==> src/hw/rtl/continuity_diode_tester_controller_defines.svh <==
// Assertion helpers shared by the tester RTL.
// Both sample on clk_i and stay quiet while rst_ni is low.
`ifndef CONTINUITY_DIODE_TESTER_CONTROLLER_DEFINES_SVH
`define CONTINUITY_DIODE_TESTER_CONTROLLER_DEFINES_SVH

// Same-cycle implication.
`define CDTC_ASSERT_IMP(lbl, ante, cons) \
  lbl: assert property (@(posedge clk_i) disable iff (!rst_ni) (ante) |-> (cons)) \
    else $error("cdtc: same-cycle check failed");

// Next-cycle implication.
`define CDTC_ASSERT_NEXT(lbl, ante, cons) \
  lbl: assert property (@(posedge clk_i) disable iff (!rst_ni) (ante) |=> (cons)) \
    else $error("cdtc: next-cycle check failed");

`endif

==> src/hw/rtl/cdtc_pkg.sv <==
`default_nettype none

package cdtc_pkg;

  // Mode codes
  localparam logic [2:0] M_SLEEP = 3'd0;
  localparam logic [2:0] M_CIDLE = 3'd1;
  localparam logic [2:0] M_CBEEP = 3'd2;
  localparam logic [2:0] M_IIDLE = 3'd3;
  localparam logic [2:0] M_IBEEP = 3'd4;
  localparam logic [2:0] M_DIDLE = 3'd5;
  localparam logic [2:0] M_DBEEP = 3'd6;
  localparam logic [2:0] M_DOK   = 3'd7;

  // Register indexes (byte address / 4)
  localparam logic [2:0] REG_OPEN  = 3'd0;
  localparam logic [2:0] REG_SHORT = 3'd1;
  localparam logic [2:0] REG_LATCH = 3'd2;
  localparam logic [2:0] REG_DMAX  = 3'd3;
  localparam logic [2:0] REG_DMIN  = 3'd4;
  localparam logic [2:0] REG_GOOD  = 3'd5;
  localparam logic [2:0] REG_IDLE  = 3'd6;

  localparam logic [15:0] RST_OPEN  = 16'd192;
  localparam logic [15:0] RST_SHORT = 16'd128;
  localparam logic [6:0]  RST_LATCH = 7'd4;
  localparam logic [15:0] RST_DMAX  = 16'd18560;
  localparam logic [15:0] RST_DMIN  = 16'd1600;
  localparam logic [7:0]  RST_GOOD  = 8'd7;
  localparam logic [15:0] RST_IDLE  = 16'd5000;

  localparam logic signed [7:0] DEB_MAX     = 8'sd127;
  localparam logic signed [7:0] DEB_BLOCKED = -8'sd1;
  localparam logic [7:0]        RUN_MAX     = 8'd255;

  typedef struct packed {
    logic [15:0] open_thr;
    logic [15:0] short_thr;
    logic [6:0]  latch;
    logic [15:0] dmax;
    logic [15:0] dmin;
    logic [7:0]  good;
    logic [15:0] idle_lim;
  } cfg_t;

  typedef struct packed {
    logic [2:0]        mode;
    logic [15:0]       idle;
    logic [7:0]        run;
    logic signed [7:0] deb;
    logic              beep;
    logic              led;
  } st_t;

  function automatic st_t enter_mode(st_t s, logic [2:0] m);
    st_t r;
    r = s;
    r.mode = m;
    unique case (m)
      M_SLEEP: begin
        r.beep = 1'b0;
        r.led  = 1'b0;
      end
      M_CIDLE, M_IIDLE, M_DIDLE: begin
        r.beep = 1'b0;
        r.led  = 1'b0;
        r.idle = '0;
      end
      M_CBEEP, M_IBEEP, M_DBEEP: begin
        r.beep = 1'b1;
        r.led  = 1'b1;
        r.run  = '0;
      end
      M_DOK: begin
        r.beep = 1'b0;
      end
    endcase
    return r;
  endfunction

endpackage

`default_nettype wire

==> src/hw/rtl/cdtc_step.sv <==
`default_nettype none

module cdtc_step import cdtc_pkg::*; (
  input  cfg_t        cfg_i,
  input  st_t         st_i,
  input  logic [15:0] sample_i,
  input  logic        button_i,
  input  logic        wake_i,
  output st_t         st_o
);

  logic signed [7:0] deb_inc;
  logic              fire;
  logic [15:0]       idle_inc;
  logic              idle_done;
  logic [7:0]        run_up;
  logic [6:0]        t;

  function automatic logic blink(logic [6:0] tk, logic [1:0] k);
    return ({1'b0, tk[6:4]} < {2'b00, k}) && tk[3] && tk[2];
  endfunction

  // Debounce: count while the button is held, saturate, hold blocked until release.
  always_comb begin
    if (button_i) begin
      if (!st_i.deb[7] && (st_i.deb != DEB_MAX)) begin
        deb_inc = st_i.deb + 8'sd1;
      end else begin
        deb_inc = st_i.deb;
      end
    end else begin
      deb_inc = 8'sd0;
    end
    fire = deb_inc > $signed({1'b0, cfg_i.latch});
  end

  assign idle_inc  = st_i.idle + 16'd1;
  assign idle_done = idle_inc >= cfg_i.idle_lim;
  assign run_up    = (st_i.run == RUN_MAX) ? RUN_MAX : st_i.run + 8'd1;
  assign t         = st_i.idle[6:0];

  always_comb begin
    st_t n;
    logic [7:0] run_n;
    n = st_i;
    run_n = '0;
    unique case (st_i.mode)
      M_SLEEP: begin
        if (button_i || wake_i) n = enter_mode(n, M_CIDLE);
      end
      M_CIDLE: begin
        n.led = blink(t, 2'd1);
        n.deb = fire ? DEB_BLOCKED : deb_inc;
        if (fire) n = enter_mode(n, M_IIDLE);
        else if (sample_i < cfg_i.short_thr) n = enter_mode(n, M_CBEEP);
        else begin
          n.idle = idle_inc;
          if (idle_done) n = enter_mode(n, M_SLEEP);
        end
      end
      M_IIDLE: begin
        n.led = blink(t, 2'd2);
        n.deb = fire ? DEB_BLOCKED : deb_inc;
        if (fire) n = enter_mode(n, M_DIDLE);
        else if (sample_i > cfg_i.open_thr) n = enter_mode(n, M_IBEEP);
        else begin
          n.idle = idle_inc;
          if (idle_done) n = enter_mode(n, M_SLEEP);
        end
      end
      M_DIDLE: begin
        n.led = blink(t, 2'd3);
        n.deb = fire ? DEB_BLOCKED : deb_inc;
        if (fire) n = enter_mode(n, M_CIDLE);
        else if (sample_i < cfg_i.dmax) n = enter_mode(n, M_DBEEP);
        else begin
          n.idle = idle_inc;
          if (idle_done) n = enter_mode(n, M_SLEEP);
        end
      end
      M_CBEEP: begin
        n.deb = fire ? DEB_BLOCKED : deb_inc;
        if (fire) n = enter_mode(n, M_IIDLE);
        else begin
          run_n = (sample_i > cfg_i.open_thr) ? run_up : 8'd0;
          n.run = run_n;
          if (run_n >= {1'b0, cfg_i.latch}) n = enter_mode(n, M_CIDLE);
        end
      end
      M_IBEEP: begin
        n.deb = fire ? DEB_BLOCKED : deb_inc;
        if (fire) n = enter_mode(n, M_DIDLE);
        else begin
          run_n = (sample_i < cfg_i.short_thr) ? run_up : 8'd0;
          n.run = run_n;
          if (run_n >= {1'b0, cfg_i.latch}) n = enter_mode(n, M_IIDLE);
        end
      end
      M_DBEEP: begin
        n.deb = fire ? DEB_BLOCKED : deb_inc;
        if (fire) n = enter_mode(n, M_CIDLE);
        else if (sample_i > cfg_i.dmax) n = enter_mode(n, M_DIDLE);
        else begin
          run_n = (sample_i > cfg_i.dmin) ? run_up : 8'd0;
          n.run = run_n;
          if (run_n >= cfg_i.good) n = enter_mode(n, M_DOK);
        end
      end
      M_DOK: begin
        // Button only looked at while the diode stays connected.
        if (sample_i > cfg_i.dmax) n = enter_mode(n, M_DIDLE);
        else begin
          n.deb = fire ? DEB_BLOCKED : deb_inc;
          if (fire) n = enter_mode(n, M_CIDLE);
        end
      end
    endcase
    st_o = n;
  end

endmodule

`default_nettype wire

==> src/hw/rtl/continuity_diode_tester_controller.sv <==
// Continuity / diode tester controller.
// Input stream: one word per sample tick with the probe ADC sample and the
// raw button and probe-wake levels. Output stream: one word per input word
// with the mode, the beeper enable and the LED level after that tick.
// An APB port sets thresholds, latch and good counts and the idle timeout;
// write it only while no word is in flight.
// Path: an accepted word is held in the input register and its result is
// then written to the result register, from which the result word is
// offered. Throughput: one word per cycle while the receiver keeps taking
// results; the mode state is updated by one pass of compare/count logic
// between the input register and the result register.
// When the receiver stalls, the result register holds and the input
// register still takes one more word; after that s_axis_tready drops until
// the result is taken.
// Reset puts the tester in sleep with beeper and LED off, all counters
// cleared and all registers at their default values; no word is held.
`default_nettype none

`include "continuity_diode_tester_controller_defines.svh"

module continuity_diode_tester_controller import cdtc_pkg::*; (
  input  logic        clk_i,
  input  logic        rst_ni,
  // tdata: [15:0] adc_sample, [16] button_pressed, [17] probe_wake, [23:18] zero
  input  logic [23:0] s_axis_tdata,
  input  logic        s_axis_tvalid,
  output logic        s_axis_tready,
  // tdata: [2:0] mode, [3] beeper_on, [4] led_on, [7:5] zero
  output logic [7:0]  m_axis_tdata,
  output logic        m_axis_tvalid,
  input  logic        m_axis_tready,
  input  logic        psel,
  input  logic        penable,
  input  logic        pwrite,
  input  logic [4:0]  paddr,
  input  logic [31:0] pwdata,
  output logic [31:0] prdata,
  output logic        pready
);

  cfg_t        cfg_q;
  st_t         st_q, st_d;
  logic        in_vld_q;
  logic [15:0] sample_q;
  logic        button_q;
  logic        wake_q;
  logic        out_vld_q;
  logic [4:0]  out_q;
  logic        adv;
  logic        cfg_wr;

  assign pready = 1'b1;
  assign cfg_wr = psel && penable && pwrite;

  always_ff @(posedge clk_i or negedge rst_ni) begin
    if (!rst_ni) begin
      cfg_q.open_thr  <= RST_OPEN;
      cfg_q.short_thr <= RST_SHORT;
      cfg_q.latch     <= RST_LATCH;
      cfg_q.dmax      <= RST_DMAX;
      cfg_q.dmin      <= RST_DMIN;
      cfg_q.good      <= RST_GOOD;
      cfg_q.idle_lim  <= RST_IDLE;
    end else if (cfg_wr) begin
      unique case (paddr[4:2])
        REG_OPEN:  cfg_q.open_thr  <= pwdata[15:0];
        REG_SHORT: cfg_q.short_thr <= pwdata[15:0];
        REG_LATCH: cfg_q.latch     <= pwdata[6:0];
        REG_DMAX:  cfg_q.dmax      <= pwdata[15:0];
        REG_DMIN:  cfg_q.dmin      <= pwdata[15:0];
        REG_GOOD:  cfg_q.good      <= pwdata[7:0];
        REG_IDLE:  cfg_q.idle_lim  <= pwdata[15:0];
        default: ;
      endcase
    end
  end

  always_comb begin
    unique case (paddr[4:2])
      REG_OPEN:  prdata = {16'd0, cfg_q.open_thr};
      REG_SHORT: prdata = {16'd0, cfg_q.short_thr};
      REG_LATCH: prdata = {25'd0, cfg_q.latch};
      REG_DMAX:  prdata = {16'd0, cfg_q.dmax};
      REG_DMIN:  prdata = {16'd0, cfg_q.dmin};
      REG_GOOD:  prdata = {24'd0, cfg_q.good};
      REG_IDLE:  prdata = {16'd0, cfg_q.idle_lim};
      default:   prdata = '0;
    endcase
  end

  // Advance the held word when the result register is free or being drained.
  assign adv           = in_vld_q && (!out_vld_q || m_axis_tready);
  assign s_axis_tready = !in_vld_q || adv;

  always_ff @(posedge clk_i or negedge rst_ni) begin
    if (!rst_ni) begin
      in_vld_q <= 1'b0;
    end else if (s_axis_tready) begin
      in_vld_q <= s_axis_tvalid;
    end
  end

  always_ff @(posedge clk_i) begin
    if (s_axis_tready && s_axis_tvalid) begin
      sample_q <= s_axis_tdata[15:0];
      button_q <= s_axis_tdata[16];
      wake_q   <= s_axis_tdata[17];
    end
  end

  cdtc_step u_step (
    .cfg_i   (cfg_q),
    .st_i    (st_q),
    .sample_i(sample_q),
    .button_i(button_q),
    .wake_i  (wake_q),
    .st_o    (st_d)
  );

  always_ff @(posedge clk_i or negedge rst_ni) begin
    if (!rst_ni) begin
      st_q.mode <= M_SLEEP;
      st_q.idle <= '0;
      st_q.run  <= '0;
      st_q.deb  <= '0;
      st_q.beep <= 1'b0;
      st_q.led  <= 1'b0;
    end else if (adv) begin
      st_q <= st_d;
    end
  end

  always_ff @(posedge clk_i or negedge rst_ni) begin
    if (!rst_ni) begin
      out_vld_q <= 1'b0;
    end else if (adv) begin
      out_vld_q <= 1'b1;
    end else if (m_axis_tready) begin
      out_vld_q <= 1'b0;
    end
  end

  always_ff @(posedge clk_i) begin
    if (adv) begin
      out_q <= {st_d.led, st_d.beep, st_d.mode};
    end
  end

  assign m_axis_tvalid = out_vld_q;
  assign m_axis_tdata  = {3'd0, out_q};

  `CDTC_ASSERT_IMP(a_sleep_dark, st_q.mode == M_SLEEP, !st_q.beep && !st_q.led)
  `CDTC_ASSERT_IMP(a_beep_mode, st_q.beep,
                   st_q.mode == M_CBEEP || st_q.mode == M_IBEEP || st_q.mode == M_DBEEP)
  `CDTC_ASSERT_IMP(a_deb_range, 1'b1, st_q.deb >= DEB_BLOCKED)
  `CDTC_ASSERT_IMP(a_stall_cause, !s_axis_tready, in_vld_q && m_axis_tvalid && !m_axis_tready)
  `CDTC_ASSERT_NEXT(a_state_hold, !adv, $stable(st_q))

endmodule

`default_nettype wire
==> config.mk <==
export PLATFORM = sky130hd
export DESIGN_NAME = continuity_diode_tester_controller
export DESIGN_NICKNAME = d
export VERILOG_FILES = /design/src/hw/rtl/cdtc_pkg.sv /design/src/hw/rtl/cdtc_step.sv /design/src/hw/rtl/continuity_diode_tester_controller.sv
export VERILOG_INCLUDE_DIRS = /design/src /design/src/hw/rtl
export SDC_FILE = /design/constraint.sdc
export NUM_CORES = 1
export LEC_CHECK = 0
export ABC_CLOCK_PERIOD_IN_PS = 3900
export BUFFER_PORTS_ARGS = -buffer_cell sky130_fd_sc_hd__buf_2
export CAP_MARGIN = 20
export CORE_ASPECT_RATIO = 0.5
export CORE_MARGIN = 3
export CORE_UTILIZATION = 35
export DETAILED_ROUTE_END_ITERATION = 10
export GPL_ROUTABILITY_DRIVEN = 0
export PLACE_DENSITY = 0.5
export SLEW_MARGIN = 20
export SYNTH_ARGS = -nofsm -noshare
export SYNTH_HDL_FRONTEND = slang
export SYNTH_HIERARCHICAL = 1
export SYNTH_SLANG_ARGS = --single-unit
==> constraint.sdc <==
create_clock -name clk_i -period 3.9 [get_ports clk_i]
set_input_delay 0.195 -clock clk_i [delete_from_list [all_inputs] [get_ports clk_i]]
set_output_delay 0.195 -clock clk_i [all_outputs]
set_load 0.01 [all_outputs]
Word-level counts from Yosys, hierarchy flattened
Cells that the tools add are included.

operators by class
  add/sub/neg operators = 3
  magnitude comparators = 13
  equality and inequality tests = 34
  mux-type cells = 30
  bitwise operators = 2
  reductions and logical operators = 30

operators with widths
  operator                                                         number
  37-bit two-way mux                                               19
  37-bit one-hot mux with 8 select lines                           1
  16-bit one-hot mux with 7 select lines                           1
  8-bit two-way mux                                                7
  16-bit > comparator                                              3
  16-bit < comparator                                              2
  3-bit == test, second input constant                             7
  16-bit by 1-bit adder with 16-bit output, second input constant  1
  16-bit greater-or-equal comparator                               1
  8-bit by 7-bit greater-or-equal comparator with 1-bit output     2
  2-bit != test, second input constant                             8
  2-bit AND reduction                                              7
  13-bit AND reduction                                             1
  3-bit by 2-bit == test with 1-bit output, second input constant  4
  3-bit by 1-bit != test with 1-bit output, second input constant  4
  1-bit logical AND                                                11
  3-bit by 2-bit != test with 1-bit output, second input constant  3
  9-bit AND reduction                                              1
  8-bit by 1-bit adder with 8-bit output, second input constant    1
  8-bit by 2-bit adder with 8-bit output, second input constant    1
  8-bit == test, second input constant                             1
  8-bit greater-or-equal comparator                                1
  8-bit > comparator                                               1
  2-bit by 1-bit != test with 1-bit output, second input constant  4
  other kinds (11)                                                 20

storage, ports and cells
  flip-flop bits (word level) = 157
  bits of input ports = 68
  logic and storage cells = 131

Depth between registers and ports, before layout
  word-level depth = 10
  mapped depth = 21

Cells and area by module
The synthesis kept the hierarchy.

modules (own cells, without submodules)
  module                              times used  cells an instance  area each (um^2)  sequential area each (um^2)
  continuity_diode_tester_controller  1           447                6765.2            4066.4
  cdtc_step                           1           671                4481.8            0.0

Least setup slack after synthesis
OpenSTA, ideal clock, no wires.

  path kind = reg2reg
  start point = register cfg_q[86] (netlist bit)
  end point = register st_q[30] (netlist bit)
  setup time = 0.125 ns
  arrival time = 3.884 ns
  data required time = 3.775 ns
  path slack = -0.109 ns
  cell stages (with the launch flop) = 20
  path buffers = 1
  period minus slack after synthesis = 4.009 ns
  cell sequence = dfstp_2 inv_1 ha_1 a21oi_1 a311oi_1 a211o_1 o31ai_4 clkbuf_1 nand2b_1 ha_1 nand2b_1 a211oi_1 o21ai_0 a31oi_1 o21ai_1 o22ai_2 o21a_1 or3_4 a22o_1 mux2_2

on the way
  word-level cells in the longest chain between the ends = 5
  elaborated cells on any way between the ends = 6
  those cells by class = 2 x order compare; 2 x eq/ne; 1 x mux; 1 x reduce/logical

ends and longest elaborated chain
  item                                                          RTL line                                   RTL
  start: declaration                                            continuity_diode_tester_controller.sv:41   cfg_t cfg_q;
  16-bit > comparator (*)                                       cdtc_step.sv:65, cdtc_step.sv:85
  8-bit two-way mux                                             cdtc_step.sv:85                            run_n = (sample_i > cfg_i.open_thr) ? run_up : 8'd0;
  8-bit by 7-bit greater-or-equal comparator with 1-bit output  cdtc_step.sv:87                            if (run_n >= {1'b0, cfg_i.latch}) n = enter_mode(n, M_CIDLE);
  3-bit by 1-bit != test with 1-bit output (no line)            --
  9-bit AND reduction (no line) (*)                             --
  end signal: assignment                                        continuity_diode_tester_controller.sv:129  st_q <= st_d;
  end: declaration                                              continuity_diode_tester_controller.sv:42   st_t st_q, st_d;

Every way passes the cells marked *; elsewhere a longest branch is shown, timed or not.
A chain may end at the register's enable or synchronous reset.

Final worst setup path
  start point = register cfg_q[86] (netlist bit)
  end point = register st_q[33] (netlist bit)

Same word-level chain as after synthesis.

==> impl_results.md <==
- Status: finished with violations
- Failing checks: setup timing
- Initial antenna violation count: 0
- GRT met3 Usage: 0.0295
- Max-Cap Viols: 0
- Initial core utilization: 0.363
- Wirelength per Cell: 18.8 um
- Nature of the critical path endpoint: register
- Width of the die: 260 um
- Die footprint: 34,500 um^2
- P_leak: 6.39 nW
- Most numerous cell in the Yosys netlist: mux2_2
- Setup-failing EPs final: 10
- CTS tree: built
- Ys async rst share: 0.854
- Synthesis-stage register bit count: 157
- Commonest cells in the netlist: 129 x mux2_2, 116 x dfrtp_1, 111 x ha_1
- Fmax: 0.245 GHz
- Tightest Pin Transition: 1.01 ns
- Reg2reg start: cfg_q[86]
- Area contributors post-synth: dfrtp_1 26%, mux2_2 13%, ha_1 12%, edfxtp_1 6.1%, dfstp_2 4.2%
- Critical Path AT: 4.41 ns
- HPWL after detailed placement: 24,400 um
- Final max-slew violation count: 0
- Antenna diodes: 0
- IO Port Bufs: 66
- Clock Pin Slew Worst Setup and Hold Paths: 0.07 ns
- Synthesized instance count: 1,118
- Core Util, Final: 0.453
- GRT Util Overall: 0.192
- Post-route cell area: 14,000 um^2
- DR iter-0 viols: 646
- Hold Fails Final Rpt: 0
- Hold_sp: m_axis_tready
- Vias in the first global route: 9,193
- Worst min path class: input pin to register
- Ys Warns: 6
- Synth area leader: dfrtp_1
- TritonCTS buffer count: 17
- Area of placed instances: 12,700 um^2
- Unrepaired setup endpoints after global routing: yes
- Final Total Pwr: 7.46 mW
- Synth unique cells: 80
- Crit path time final: 4.08 ns
- Global route hottest layer: met2
- WS Path Type: register to register
- Drc violations: 0
- Layout area overhead: 24.7%
- Final TNS setup: -1.20 ns
- Clock latency on the worst-skew pair: 0.45 ns
- Final hold slack: 0.0473 ns
- Setup slack after layout: -0.177 ns
- Post-synthesis sequential area ratio: 0.362
- DRT Wirelength: 32,600 um
- CTS max path bufs: 2
- Max-Slew Margin vs Limit: 0.323
- Routed vias: 9,248
- Row count: 45
- CTS Sinks: 157
- Avg Vias per Cell: 5.32
- Share of layout cells above drive strength 1: 0.352
- Max VDD drop: 0.337 mV
- Core box area: 31,000 um^2
- Grt met2 use: 0.299
- Period utilization: 1.05
- Most used DFF post-synth: dfrtp_1
- Yosys top cell area share: 0.258
- PwrDens: 531 nW/um^2
- First-pass GRT wire length: 51,300 um
- Drt pass-1 iters: 5
- Syn Std Cell Area: 11,200 um^2
- H-tree depth: 4
- Average size of a mapped cell: 10.1 um^2
- EDFF count, synth: 23
- CP startpoint kind: register
- M1 GR Usage: 0.274
- Worst Path Max Fanout: 5
- Clock skew: 0.0145 ns
- Clock tree root buffer cell: clkbuf_16
- Total grt overflow: 0
- Vert. Die Dim: 133 um
- Nets: 1,482
- CP startpoint: cfg_q[86]
- Largest net degree at the start of global routing: 76
- # IOs: 111
- WP data required: 4.23 ns
- Final ANT Viol Nets: 0
==> cell families after synthesis <==
family                     after synthesis  synth area share
buffers and inverters                  169            0.0681
xor gates and xnor gates                23            0.0179
other                                    2          0.000668
adders and majority gates              111             0.123
muxes                                  155             0.153
DFF                                    157             0.362
and+or+nand+nor                        251             0.121
AOI/OAI and AO/OA                      250             0.154
==> layout make-up <==
cell class | instances | area [um^2]
Fill cell | 2972 | 16900
Multi-Input combinational cell | 810 | 6930
Sequential cell | 157 | 4070
Timing Repair Buffer | 212 | 1550
Tap cell | 423 | 529
Clock buffer | 23 | 468
Inverter | 105 | 394
Clock inverter | 9 | 87.6
==> metrics by stage <==
step	cells	worst slack, ns
finish	1739	-0.177
global route	1739	-0.352
CTS	1735	-0.0969
detailed placement	1677	-0.387
global placement	1677	-0.311
floorplan	1136	0.0271
==> power breakdown <==
group          switching [mW]  internal, mW
registers               0.266          2.02
clock network           0.717         0.915
logic                    1.85          1.69
total                    2.83          4.62
==> layout by cell type (no fill, tap or decap), types with 16 or more instances in the layout <==
cell type,instances
buf_4,114
buf_2,65
conb_1,20
dfrtp_1,116
edfxtp_1,23
a21oi_1,47
a31oi_1,20
dlygate4sd3_1,20
nand2_1,42
mux2i_1,16
nand3_1,22
inv_1,104
nand2b_1,20
dfstp_2,18
o21ai_0,31
nor2_1,51
clkbuf_16,17
ha_1,98
nand4_1,18
mux2_2,125
==> critical path, cell delays in order (launching register included) <==
cell and delay [ns]:
dfstp_2 0.54, inv_2 0.04, ha_4 0.22, a21oi_2 0.13, a311oi_1 0.11, a211o_1 0.32, o31ai_4 0.35, buf_6 0.17
buf_4 0.11, nor2_1 0.04, ha_1 0.27, o21ai_1 0.06, nand2b_1 0.06, a31oi_1 0.08, o21ai_1 0.14, o22ai_2 0.11
o21a_1 0.25, or3_4 0.44, a22o_1 0.23, mux2_4 0.27
==> path summary, 6_finish.rpt <==
| kind | cells past startpoint | slack [ns] | end |
|---|---|---|---|
| setup / recovery | 19 | -0.18 | st_q[33] |
| hold / removal | 3 | 0.05 | m_axis_tvalid |
| setup reg to reg | 19 | -0.18 | st_q[33] |
| hold reg to reg | 1 | 0.51 | m_axis_tvalid |
| max in group asynchronous | 3 | 2.48 | cfg_q[3] |
| min in group asynchronous | 2 | 0.34 | cfg_q[48] |
==> sequential cells by signal (all words and copies together) (netlist names) <==
register,count
cfg_q,95
m_axis_tvalid,1
wake_q,1
sample_q,16
in_vld_q,1
button_q,1
st_q,37
out_q,5
==> routing by layer <==
layer / vias up / routed length (um)
li1: 4414 / -
met1: 4615 / 16300
met2: 190 / 14700
met3: 29 / 1130
met4: 0 / 472
met5: - / 0
==> timing repair <==
| action | 4_1_cts | 5_1_grt |
|---|---|---|
| buffers inserted | 6 | 6 |
| resized for setup | 42 | 63 |
| pin swaps | 34 | 30 |
| endpoints found under the hold margin | 83 | 0 |
| endpoints found under the setup margin | 22 | 33 |
| hold buffers | 20 | 0 |
Power figures use the tool's default switching activity.
